`src/hw/rtl/rper_pkg.sv`:
```
package rper_pkg;

    localparam int MAX_PAIRS      = 64;
    localparam int DATA_WIDTH     = 16;
    localparam int TRIG_WIDTH     = 16;
    localparam int TRIG_FRAC_BITS = 14;

    // counter and register widths
    localparam int PAIR_W  = (MAX_PAIRS > 1) ? $clog2(MAX_PAIRS) : 1;
    localparam int PPH_W   = 7;
    localparam int HEAD_W  = 8;
    localparam int HC_W    = 9;
    localparam int POS_W   = 16;
    localparam int BATCH_W = 16;

    localparam int CFG_ADDR_W = 3;
    localparam int CFG_DATA_W = 16;

    // datapath widths: product, exact sum of two products, rounded, accumulated
    localparam int PROD_W = DATA_WIDTH + TRIG_WIDTH;
    localparam int SUM_W  = PROD_W + 2;
    localparam int RND_W  = SUM_W - TRIG_FRAC_BITS;
    localparam int ACC_W  = RND_W + 1;

    typedef enum logic [CFG_ADDR_W-1:0] {
        REG_DIRECTION      = 3'd0,
        REG_PAIRS_PER_HEAD = 3'd1,
        REG_ROTARY_PAIRS   = 3'd2,
        REG_HEAD_COUNT     = 3'd3,
        REG_POSITION_COUNT = 3'd4,
        REG_BATCH_COUNT    = 3'd5
    } t_cfg_addr;

    typedef logic signed [DATA_WIDTH-1:0] t_data;
    typedef logic signed [TRIG_WIDTH-1:0] t_trig;

    // effective configuration, zero counts and overlarge sizes already folded
    typedef struct packed {
        logic               backward;
        logic [PPH_W-1:0]   pph;
        logic [PPH_W-1:0]   rot;
        logic [HC_W-1:0]    hc;
        logic [POS_W-1:0]   pc;
        logic [BATCH_W-1:0] bc;
    } t_cfg;

    // per-word control from the sequencer
    typedef struct packed {
        logic rotate;
        logic backward;
        logic end_of_head;
        logic end_of_tensor;
    } t_ctrl;

    localparam logic signed [ACC_W-1:0] SAT_HI = ACC_W'((64'sd1 <<< (DATA_WIDTH - 1)) - 64'sd1);
    localparam logic signed [ACC_W-1:0] SAT_LO = -SAT_HI - ACC_W'(1);

    function automatic logic is_clipped(input logic signed [ACC_W-1:0] v);
        return (v > SAT_HI) || (v < SAT_LO);
    endfunction

    function automatic t_data saturate(input logic signed [ACC_W-1:0] v);
        logic signed [ACC_W-1:0] r;
        r = v;
        if (v > SAT_HI) begin
            r = SAT_HI;
        end else if (v < SAT_LO) begin
            r = SAT_LO;
        end
        return t_data'(r[DATA_WIDTH-1:0]);
    endfunction

endpackage

```
`src/hw/rtl/rper_in_if.sv`:
```
interface rper_in_if import rper_pkg::*; ();
    logic  valid;
    logic  ready;
    t_data first_value;
    t_data second_value;
    t_trig cos_value;
    t_trig sin_value;
    t_data prior_first;
    t_data prior_second;

    modport source (output valid, first_value, second_value, cos_value, sin_value,
                    prior_first, prior_second, input ready);
    modport sink   (input valid, first_value, second_value, cos_value, sin_value,
                    prior_first, prior_second, output ready);
endinterface

```
`src/hw/rtl/rper_out_if.sv`:
```
interface rper_out_if import rper_pkg::*; ();
    logic  valid;
    logic  ready;
    t_data out_first;
    t_data out_second;
    logic  saturated;
    logic  end_of_head;
    logic  end_of_tensor;

    modport source (output valid, out_first, out_second, saturated, end_of_head,
                    end_of_tensor, input ready);
    modport sink   (input valid, out_first, out_second, saturated, end_of_head,
                    end_of_tensor, output ready);
endinterface

```
`src/hw/rtl/rper_cfg_if.sv`:
```
interface rper_cfg_if import rper_pkg::*; ();
    logic                  valid;
    logic                  ready;
    logic [CFG_ADDR_W-1:0] addr;
    logic [CFG_DATA_W-1:0] data;

    modport source (output valid, addr, data, input ready);
    modport sink   (input valid, addr, data, output ready);
endinterface

```
`src/hw/rtl/rotary_embedding_pair_rotator.sv`:
```
// Interleaved rotary position embedding, one element pair per word.
// Input channel i_in: a pair (first_value, second_value), its cos/sin in
// Q1.14 and, in backward mode, the prior gradient pair. Output channel o_out:
// the saturated pair, a clip flag and end-of-head / end-of-tensor marks.
// Config channel i_cfg: always ready; addr selects direction, pairs_per_head,
// rotated pair count, head_count, position_count, batch_count (0..5). Write
// only while the pipe is empty; unknown addresses are dropped.
// Pipeline: input register, product register holding four 16x16 multiplies,
// result register; o_out.valid is driven from the result register.
// Throughput: one word per cycle; the three stages advance independently so
// a word is taken while a finished result waits, up to three words in flight.
// Stall: when o_out.ready is low, the result holds and the stages behind it
// fill; i_in.ready drops only once all three stages are full.
// Reset (i_rst_n low, synchronous): pipe emptied, pair/head/position/batch
// counters zeroed, registers back to forward, 64 pairs, 64 rotary, 1/1/1.
module rotary_embedding_pair_rotator import rper_pkg::*; (
    input  logic        i_clk,
    input  logic        i_rst_n,
    rper_in_if.sink     i_in,
    rper_out_if.source  o_out,
    rper_cfg_if.sink    i_cfg
);

    t_cfg  cfg;      // effective register values
    t_ctrl ctrl;     // rotate/direction/end marks for the word at the input
    logic  accept;   // input word taken this cycle

    rper_cfg_regs u_cfg (
        .i_clk   (i_clk),
        .i_rst_n (i_rst_n),
        .i_cfg   (i_cfg),
        .o_cfg   (cfg)
    );

    // walks pair -> head -> position -> batch, one step per accepted word
    rper_seq u_seq (
        .i_clk    (i_clk),
        .i_rst_n  (i_rst_n),
        .i_cfg    (cfg),
        .i_accept (accept),
        .o_ctrl   (ctrl)
    );

    // three-stage arithmetic pipe with per-stage valid and stall
    rper_dp u_dp (
        .i_clk    (i_clk),
        .i_rst_n  (i_rst_n),
        .i_in     (i_in),
        .o_out    (o_out),
        .i_ctrl   (ctrl),
        .o_accept (accept)
    );

`ifndef SYNTH
    // tensor end always coincides with a head end
    a_eot_implies_eoh: assert property (@(posedge i_clk) disable iff (!i_rst_n)
        (o_out.valid && o_out.end_of_tensor) |-> o_out.end_of_head)
        else $error("end_of_tensor without end_of_head");

    // an empty result stage never backpressures the input
    a_ready_when_drained: assert property (@(posedge i_clk) disable iff (!i_rst_n)
        !o_out.valid |-> i_in.ready)
        else $error("input stalled with empty output stage");

    // reset empties the pipe
    a_reset_clears: assert property (@(posedge i_clk)
        !i_rst_n |=> !o_out.valid)
        else $error("output valid right after reset");
`endif

endmodule

```
`src/hw/rtl/rper_cfg_regs.sv`:
```
module rper_cfg_regs import rper_pkg::*; (
    input  logic          i_clk,
    input  logic          i_rst_n,
    rper_cfg_if.sink      i_cfg,
    output t_cfg          o_cfg
);

    logic               r_direction;
    logic [PPH_W-1:0]   r_pph;
    logic [PPH_W-1:0]   r_rot;
    logic [HC_W-1:0]    r_hc;
    logic [POS_W-1:0]   r_pc;
    logic [BATCH_W-1:0] r_bc;

    logic [PPH_W-1:0]   pph_nz;
    logic [PPH_W-1:0]   pph_eff;

    assign i_cfg.ready = 1'b1;

    always_ff @(posedge i_clk) begin
        if (!i_rst_n) begin
            r_direction <= 1'b0;
            r_pph       <= PPH_W'(MAX_PAIRS);
            r_rot       <= PPH_W'(MAX_PAIRS);
            r_hc        <= HC_W'(1);
            r_pc        <= POS_W'(1);
            r_bc        <= BATCH_W'(1);
        end else if (i_cfg.valid) begin
            case (t_cfg_addr'(i_cfg.addr))
                REG_DIRECTION:      r_direction <= i_cfg.data[0];
                REG_PAIRS_PER_HEAD: r_pph       <= i_cfg.data[PPH_W-1:0];
                REG_ROTARY_PAIRS:   r_rot       <= i_cfg.data[PPH_W-1:0];
                REG_HEAD_COUNT:     r_hc        <= i_cfg.data[HC_W-1:0];
                REG_POSITION_COUNT: r_pc        <= i_cfg.data[POS_W-1:0];
                REG_BATCH_COUNT:    r_bc        <= i_cfg.data[BATCH_W-1:0];
                default: ;
            endcase
        end
    end

    // zero pair/head/position/batch counts act as one, head size clamps to the pair capacity
    assign pph_nz  = (r_pph == '0) ? PPH_W'(1) : r_pph;
    assign pph_eff = (pph_nz > PPH_W'(MAX_PAIRS)) ? PPH_W'(MAX_PAIRS) : pph_nz;

    always_comb begin
        o_cfg.backward = r_direction;
        o_cfg.pph      = pph_eff;
        o_cfg.rot      = (r_rot > pph_eff) ? pph_eff : r_rot;
        o_cfg.hc       = (r_hc == '0) ? HC_W'(1) : r_hc;
        o_cfg.pc       = (r_pc == '0) ? POS_W'(1) : r_pc;
        o_cfg.bc       = (r_bc == '0) ? BATCH_W'(1) : r_bc;
    end

endmodule

```
`src/hw/rtl/rper_seq.sv`:
```
module rper_seq import rper_pkg::*; (
    input  logic  i_clk,
    input  logic  i_rst_n,
    input  t_cfg  i_cfg,
    input  logic  i_accept,
    output t_ctrl o_ctrl
);

    logic [PAIR_W-1:0]  r_pair;
    logic [HEAD_W-1:0]  r_head;
    logic [POS_W-1:0]   r_pos;
    logic [BATCH_W-1:0] r_batch;

    logic [PAIR_W-1:0]  n_pair;
    logic [HEAD_W-1:0]  n_head;
    logic [POS_W-1:0]   n_pos;
    logic [BATCH_W-1:0] n_batch;

    logic [PPH_W-1:0]   pair_inc;
    logic [HC_W-1:0]    head_inc;
    logic [POS_W:0]     pos_inc;
    logic [BATCH_W:0]   batch_inc;
    logic               last_pair;
    logic               last_head;
    logic               last_pos;
    logic               last_batch;

    // a counter past its count counts as last
    assign pair_inc   = PPH_W'(r_pair) + PPH_W'(1);
    assign head_inc   = HC_W'(r_head) + HC_W'(1);
    assign pos_inc    = {1'b0, r_pos} + (POS_W+1)'(1);
    assign batch_inc  = {1'b0, r_batch} + (BATCH_W+1)'(1);
    assign last_pair  = pair_inc >= i_cfg.pph;
    assign last_head  = head_inc >= i_cfg.hc;
    assign last_pos   = pos_inc >= {1'b0, i_cfg.pc};
    assign last_batch = batch_inc >= {1'b0, i_cfg.bc};

    always_comb begin
        o_ctrl.rotate        = PPH_W'(r_pair) < i_cfg.rot;
        o_ctrl.backward      = i_cfg.backward;
        o_ctrl.end_of_head   = last_pair;
        o_ctrl.end_of_tensor = last_pair && last_head && last_pos && last_batch;
    end

    always_comb begin
        n_pair  = r_pair;
        n_head  = r_head;
        n_pos   = r_pos;
        n_batch = r_batch;
        if (!last_pair) begin
            n_pair = pair_inc[PAIR_W-1:0];
        end else begin
            n_pair = '0;
            if (!last_head) begin
                n_head = head_inc[HEAD_W-1:0];
            end else begin
                n_head = '0;
                if (!last_pos) begin
                    n_pos = pos_inc[POS_W-1:0];
                end else begin
                    n_pos = '0;
                    n_batch = last_batch ? '0 : batch_inc[BATCH_W-1:0];
                end
            end
        end
    end

    always_ff @(posedge i_clk) begin
        if (!i_rst_n) begin
            r_pair  <= '0;
            r_head  <= '0;
            r_pos   <= '0;
            r_batch <= '0;
        end else if (i_accept) begin
            r_pair  <= n_pair;
            r_head  <= n_head;
            r_pos   <= n_pos;
            r_batch <= n_batch;
        end
    end

endmodule

```
`src/hw/rtl/rper_dp.sv`:
```
module rper_dp import rper_pkg::*; (
    input  logic         i_clk,
    input  logic         i_rst_n,
    rper_in_if.sink      i_in,
    rper_out_if.source   o_out,
    input  t_ctrl        i_ctrl,
    output logic         o_accept
);

    // stage enables: a stage loads when empty or when it drains downstream
    logic en1;
    logic en2;
    logic en3;

    // stage 1: input register
    logic  r_v1;
    t_ctrl r_ctrl1;
    t_data r_a1;
    t_data r_b1;
    t_trig r_c1;
    t_trig r_s1;
    t_data r_pa1;
    t_data r_pb1;

    // stage 2: products
    logic                     r_v2;
    t_ctrl                    r_ctrl2;
    t_data                    r_a2;
    t_data                    r_b2;
    t_data                    r_pa2;
    t_data                    r_pb2;
    logic signed [PROD_W-1:0] r_ac;
    logic signed [PROD_W-1:0] r_bs;
    logic signed [PROD_W-1:0] r_as;
    logic signed [PROD_W-1:0] r_bc;

    // stage 3: result register
    logic  r_v3;
    t_data r_out_first;
    t_data r_out_second;
    logic  r_sat;
    logic  r_eoh;
    logic  r_eot;

    logic signed [SUM_W-1:0] ac_x;
    logic signed [SUM_W-1:0] bs_x;
    logic signed [SUM_W-1:0] as_x;
    logic signed [SUM_W-1:0] bc_x;
    logic signed [SUM_W-1:0] sum1;
    logic signed [SUM_W-1:0] sum2;
    logic signed [RND_W-1:0] base1;
    logic signed [RND_W-1:0] base2;
    logic signed [ACC_W-1:0] acc1;
    logic signed [ACC_W-1:0] acc2;
    logic signed [ACC_W-1:0] prior1;
    logic signed [ACC_W-1:0] prior2;

    localparam logic signed [SUM_W-1:0] HALF = SUM_W'(1) <<< (TRIG_FRAC_BITS - 1);

    assign en3        = !r_v3 || o_out.ready;
    assign en2        = !r_v2 || en3;
    assign en1        = !r_v1 || en2;
    assign i_in.ready = en1;
    assign o_accept   = i_in.valid && en1;

    always_ff @(posedge i_clk) begin
        if (!i_rst_n) begin
            r_v1 <= 1'b0;
            r_v2 <= 1'b0;
            r_v3 <= 1'b0;
        end else begin
            if (en1) r_v1 <= i_in.valid;
            if (en2) r_v2 <= r_v1;
            if (en3) r_v3 <= r_v2;
        end
    end

    always_ff @(posedge i_clk) begin
        if (o_accept) begin
            r_ctrl1 <= i_ctrl;
            r_a1    <= i_in.first_value;
            r_b1    <= i_in.second_value;
            r_c1    <= i_in.cos_value;
            r_s1    <= i_in.sin_value;
            r_pa1   <= i_in.prior_first;
            r_pb1   <= i_in.prior_second;
        end
    end

    always_ff @(posedge i_clk) begin
        if (en2 && r_v1) begin
            r_ctrl2 <= r_ctrl1;
            r_a2    <= r_a1;
            r_b2    <= r_b1;
            r_pa2   <= r_pa1;
            r_pb2   <= r_pb1;
            r_ac    <= r_a1 * r_c1;
            r_bs    <= r_b1 * r_s1;
            r_as    <= r_a1 * r_s1;
            r_bc    <= r_b1 * r_c1;
        end
    end

    // exact sums, then round half up by flooring after adding half an LSB
    assign ac_x = {{(SUM_W-PROD_W){r_ac[PROD_W-1]}}, r_ac};
    assign bs_x = {{(SUM_W-PROD_W){r_bs[PROD_W-1]}}, r_bs};
    assign as_x = {{(SUM_W-PROD_W){r_as[PROD_W-1]}}, r_as};
    assign bc_x = {{(SUM_W-PROD_W){r_bc[PROD_W-1]}}, r_bc};

    always_comb begin
        if (r_ctrl2.backward) begin
            sum1 = ac_x + bs_x + HALF;
            sum2 = bc_x - as_x + HALF;
        end else begin
            sum1 = ac_x - bs_x + HALF;
            sum2 = as_x + bc_x + HALF;
        end
        if (r_ctrl2.rotate) begin
            base1 = sum1[SUM_W-1:TRIG_FRAC_BITS];
            base2 = sum2[SUM_W-1:TRIG_FRAC_BITS];
        end else begin
            base1 = {{(RND_W-DATA_WIDTH){r_a2[DATA_WIDTH-1]}}, r_a2};
            base2 = {{(RND_W-DATA_WIDTH){r_b2[DATA_WIDTH-1]}}, r_b2};
        end
        if (r_ctrl2.backward) begin
            prior1 = {{(ACC_W-DATA_WIDTH){r_pa2[DATA_WIDTH-1]}}, r_pa2};
            prior2 = {{(ACC_W-DATA_WIDTH){r_pb2[DATA_WIDTH-1]}}, r_pb2};
        end else begin
            prior1 = '0;
            prior2 = '0;
        end
        acc1 = {base1[RND_W-1], base1} + prior1;
        acc2 = {base2[RND_W-1], base2} + prior2;
    end

    always_ff @(posedge i_clk) begin
        if (en3 && r_v2) begin
            r_out_first  <= saturate(acc1);
            r_out_second <= saturate(acc2);
            r_sat        <= is_clipped(acc1) || is_clipped(acc2);
            r_eoh        <= r_ctrl2.end_of_head;
            r_eot        <= r_ctrl2.end_of_tensor;
        end
    end

    assign o_out.valid         = r_v3;
    assign o_out.out_first     = r_out_first;
    assign o_out.out_second    = r_out_second;
    assign o_out.saturated     = r_sat;
    assign o_out.end_of_head   = r_eoh;
    assign o_out.end_of_tensor = r_eot;

endmodule
```
`src/flat_wrapper.sv`:
```
// flat-port wrapper written by rule: the top's interface ports become plain ports
module rotary_embedding_pair_rotator_flat import rper_pkg::*;
  (i_clk, i_rst_n, i_in_valid, i_in_first_value, i_in_second_value, i_in_cos_value, i_in_sin_value, i_in_prior_first, i_in_prior_second, i_in_ready, o_out_valid, o_out_out_first, o_out_out_second, o_out_saturated, o_out_end_of_head, o_out_end_of_tensor, o_out_ready, i_cfg_valid, i_cfg_addr, i_cfg_data, i_cfg_ready);
  rper_in_if i_in_i ();
  rper_out_if o_out_i ();
  rper_cfg_if i_cfg_i ();
  input  logic i_clk;
  input  logic i_rst_n;
  input wire logic [$bits(i_in_i.valid)-1:0] i_in_valid;
  input wire logic [$bits(i_in_i.first_value)-1:0] i_in_first_value;
  input wire logic [$bits(i_in_i.second_value)-1:0] i_in_second_value;
  input wire logic [$bits(i_in_i.cos_value)-1:0] i_in_cos_value;
  input wire logic [$bits(i_in_i.sin_value)-1:0] i_in_sin_value;
  input wire logic [$bits(i_in_i.prior_first)-1:0] i_in_prior_first;
  input wire logic [$bits(i_in_i.prior_second)-1:0] i_in_prior_second;
  output wire logic [$bits(i_in_i.ready)-1:0] i_in_ready;
  output wire logic [$bits(o_out_i.valid)-1:0] o_out_valid;
  output wire logic [$bits(o_out_i.out_first)-1:0] o_out_out_first;
  output wire logic [$bits(o_out_i.out_second)-1:0] o_out_out_second;
  output wire logic [$bits(o_out_i.saturated)-1:0] o_out_saturated;
  output wire logic [$bits(o_out_i.end_of_head)-1:0] o_out_end_of_head;
  output wire logic [$bits(o_out_i.end_of_tensor)-1:0] o_out_end_of_tensor;
  input wire logic [$bits(o_out_i.ready)-1:0] o_out_ready;
  input wire logic [$bits(i_cfg_i.valid)-1:0] i_cfg_valid;
  input wire logic [$bits(i_cfg_i.addr)-1:0] i_cfg_addr;
  input wire logic [$bits(i_cfg_i.data)-1:0] i_cfg_data;
  output wire logic [$bits(i_cfg_i.ready)-1:0] i_cfg_ready;
  assign i_in_i.valid = i_in_valid;
  assign i_in_i.first_value = i_in_first_value;
  assign i_in_i.second_value = i_in_second_value;
  assign i_in_i.cos_value = i_in_cos_value;
  assign i_in_i.sin_value = i_in_sin_value;
  assign i_in_i.prior_first = i_in_prior_first;
  assign i_in_i.prior_second = i_in_prior_second;
  assign i_in_ready = i_in_i.ready;
  assign o_out_valid = o_out_i.valid;
  assign o_out_out_first = o_out_i.out_first;
  assign o_out_out_second = o_out_i.out_second;
  assign o_out_saturated = o_out_i.saturated;
  assign o_out_end_of_head = o_out_i.end_of_head;
  assign o_out_end_of_tensor = o_out_i.end_of_tensor;
  assign o_out_i.ready = o_out_ready;
  assign i_cfg_i.valid = i_cfg_valid;
  assign i_cfg_i.addr = i_cfg_addr;
  assign i_cfg_i.data = i_cfg_data;
  assign i_cfg_ready = i_cfg_i.ready;
  rotary_embedding_pair_rotator u_core (.i_clk(i_clk), .i_rst_n(i_rst_n), .i_in(i_in_i), .o_out(o_out_i), .i_cfg(i_cfg_i));
endmodule
```
`config.mk`:
```
export PLATFORM = sky130hd
export DESIGN_NAME = rotary_embedding_pair_rotator_flat
export DESIGN_NICKNAME = d
export VERILOG_FILES = /design/src/hw/rtl/rper_pkg.sv /design/src/hw/rtl/rper_in_if.sv /design/src/hw/rtl/rper_out_if.sv /design/src/hw/rtl/rper_cfg_if.sv /design/src/hw/rtl/rotary_embedding_pair_rotator.sv /design/src/hw/rtl/rper_cfg_regs.sv /design/src/hw/rtl/rper_seq.sv /design/src/hw/rtl/rper_dp.sv /design/src/flat_wrapper.sv
export SDC_FILE = /design/constraint.sdc
export NUM_CORES = 2
export LEC_CHECK = 0
export BUFFER_PORTS_ARGS = -buffer_cell sky130_fd_sc_hd__buf_2
export CORE_MARGIN = 5
export CORE_UTILIZATION = 40
export DETAILED_ROUTE_END_ITERATION = 10
export PLACE_DENSITY = 0.66
export SLEW_MARGIN = 20
export SYNTH_ARGS = -nofsm -noshare
export SYNTH_HDL_FRONTEND = slang
export SYNTH_SLANG_ARGS = --single-unit
```
`constraint.sdc`:
```
create_clock -name i_clk -period 52.5 [get_ports i_clk]
set_clock_uncertainty 0.2 [all_clocks]
set_input_delay 7.875 -clock i_clk [delete_from_list [all_inputs] [get_ports i_clk]]
set_output_delay 7.875 -clock i_clk [all_outputs]
set_load 0.02 [all_outputs]
```
==> flow_summary.json <==
{
  "via_per_inst": 5.09,
  "yosys.area_share.simple": 0.140,
  "drive_above_1_share": 0.0543,
  "yosysTopAreaCellShare": 0.326,
  "design_area_mm2": 0.0697,
  "fp.coreArea_mm2": 0.160,
  "synth-edff-count": 331,
  "ant_nets": 0,
  "cp.arrival_ps": 8820,
  "grtUsageMet3": 0.0216,
  "synth_top_family_by_area": "adder cells",
  "tritoncts": "built",
  "rsz0062_at_grt": "no",
  "cts_buffer_depth": 3,
  "initial_core_util": 0.402,
  "drv_cap": 0,
  "ioPinCount": 158,
  "grt.total_usage": 0.196,
  "area_delta_synth_final_pct": 8.02,
  "cts_buffers": 56,
  "yosys.area_share.xor_xnor": 0.0379,
  "holdCritPathClass": "reg2reg",
  "finalNonFillerCells": 8957,
  "drc_errors": 0,
  "syn-cell-area_mm2": 0.0645,
  "fill_cells": 15433,
  "async_flop_share": 0,
  "clk_pin_slew_worst_paths_ps": 60,
  "r2r_slack_ps": 44440,
  "synth.area.mux_share": 0.00310,
  "num_rows": 147,
  "status": "finished, final reports clean",
  "ys_seq_area_frac": 0.187,
  "drt-total-wl_mm": 161,
  "cts_resized": 0,
  "synth-seq-cells": 436,
  "finalHoldViolCount": 0,
  "rr_startpoint": "u_core.u_dp.r_a1[12]",
  "crit_slowest_cell": "nor2b_1",
  "synth-main-ff-cell": "edfxtp_1",
  "ctsHoldBuffers": 0,
  "start_kind": "primary input",
  "layout_worst_path_cycle_share": 0.322,
  "worstPathCellList": "buf_2, nor2b_1, nand3_1, buf_2",
  "cp_common_cell": "buf_2",
  "dpl_cell_area_mm2": 0.0677,
  "synth_area_leader_cell": "fa_1",
  "tightestPinTransition_ps": 1080,
  "slew_headroom": 0.283,
  "slowest_delay_ps": 440,
  "root_buffer": "clkbuf_16",
  "grt.overflow.total": 0,
  "layout.nets": 8600,
  "dieHeight_um": 412,
  "maxSlewViolCount": 0,
  "dp_hpwl_mm": 121,
  "tns_ps": 0,
  "hp-start": "u_core.u_dp.r_pa1[6]",
  "synth_compound_area_frac": 0.0814,
  "finalSetupViolCount": 0,
  "cts_sinks": 436,
  "crit_path_max_fanout": 5,
  "drtPass1Iterations": 6,
  "die_x_um": 412,
  "grt-busiest-layer": "met2",
  "grt_pass1_vias": 48625,
  "via_count": 45580,
  "end_kind": "output pin",
  "gp_congestion": 0.878,
  "synth_fa_ha_area_frac": 0.458,
  "grt_pass1_wl_mm": 264,
  "post_drt_wl_per_cell_um": 17.9,
  "post_cts_buffers": 0,
  "portBuffers": 156,
  "dp_cells": 8852,
  "syn_avg_cell_area_um2": 9.62,
  "crit_required_ps": 44430,
  "syn_inst": 6702,
  "ys_types": 78,
  "max_freq_ghz": 0.0592,
  "worstSetupPathType": "in2out",
  "drtIter0Drc": 2814,
  "use_met2": 0.332,
  "grt_antenna_before_repair": 0,
  "syn_nets": 8552,
  "worstSetupStartpoint": "o_out_ready",
  "synthTopCellsByArea": "fa_1 (33%), edfxtp_1 (15%), ha_1 (13%)",
  "dieArea_mm2": 0.169,
  "yosys_warnings": 0,
  "clk_latency_ps": 720,
  "grt_max_degree": 99,
  "fin_crit_ps": 16890,
  "met1_usage": 0.252,
  "htreeDepth": 2
}
## stage by stage
| step | setup WS [ps] | hold slack [ps] | utilization |
|---|---|---|---|
| 4_1_cts | 35580 | 219 | 0.434 |
| 2_1_floorplan | 29170 | 200 | - |
| 6_report | 35610 | 218 | 0.434 |
| 3_5_place_dp | 35580 | 205 | 0.422 |
| 3_3_place_gp | 35590 | 206 | 0.422 |
| 5_1_grt | 35520 | 231 | 0.434 |
## routing by layer
metal / up-vias / share of wire
met2: 1150 / 0.48
met3: 254 / 0.047
met4: 0 / 0.054
met5: - / 0
met1: 23098 / 0.42
li1: 21078 / -
## worst paths after layout
check / to / depth (start not counted)
worst max-delay path: i_in_ready / 4
worst min-delay path: u_core.u_dp.r_pa2[6] / 0
worst max register to register: u_core.u_dp.r_as[31] / 24
worst min register to register: u_core.u_dp.r_pa2[6] / 0
## flip-flops by register name (all words and copies together) (netlist names), 32 cells and up
register / flops
u_core.u_dp.r_ac: 32
u_core.u_dp.r_as: 32
u_core.u_dp.r_bc: 32
u_core.u_dp.r_bs: 32
## logic make-up (layout without fill, tap and decap cells)
group	count (synthesis)	count (layout)
AOI/OAI and AO/OA	810	810
DFF	436	436
and+or+nand+nor	1834	1834
adders and majority gates	1730	1730
muxes	20	20
xor gates and xnor gates	279	279
other	1	2
buffers and inverters	1592	1686
## Yosys cell counts, types with 6 or more instances
library cell  count
a211o_1          10
a211oi_1         22
a21boi_0         67
a21o_1          107
a21oi_1         256
a22oi_1           9
a311oi_1          6
a31o_2            6
a31oi_1          37
a41o_1            7
a41oi_1           6
and2_1          474
and3_1           35
and4_1            7
clkbuf_1        235
dfxtp_1         105
edfxtp_1        331
fa_1           1050
ha_1            680
inv_1          1346
mux2i_1          20
nand2_1         755
nand2b_1         86
nand3_1          56
nand3b_1         15
nand4_1          28
nor2_1          203
nor2b_1          77
nor3_1           41
nor4_1           21
o211ai_1         13
o21a_1           41
o21ai_0         128
o21bai_1         37
o31ai_1          10
or2_2            12
or3_1             8
xnor2_1         194
xor2_1           85
## cell type report
class,instances,area (um^2),share of cell area
clock buffers,60,1420,0.0203
repair buffers,233,1360,0.0195
inverters,1349,5070,0.0728
clock inverters,44,594,0.00853
well taps,2160,2700,0.0388
diodes,1,2.50,0.0000359
flip-flops and latches,436,12000,0.173
multi-input cells,4674,46500,0.667
## cells in the final DEF (no fill, tap or decap), types with 66 or more instances in the layout
master / synthesis / routed
buf_4: 1 / 77
buf_2: 4 / 156
ha_1: 680 / 680
inv_1: 1346 / 1346
xnor2_1: 194 / 194
nand2b_1: 86 / 86
dfxtp_1: 105 / 105
o21ai_0: 128 / 128
xor2_1: 85 / 85
nor2b_1: 77 / 76
nor2_1: 203 / 203
edfxtp_1: 331 / 331
fa_1: 1050 / 1050
and2_1: 474 / 474
a21o_1: 107 / 107
nand2_1: 755 / 755
a21oi_1: 256 / 256
a21boi_0: 67 / 66
## critical path: cells and delay by family
| kind | cells | cell delay (ps) |
|---|---|---|
| buffers and inverters | 2 | 300 |
| AND/OR/NAND/NOR | 2 | 640 |
Power is left out: the tool's default activity adds up to more than one toggle a clock period on the data nets, which glitch-free logic cannot reach.
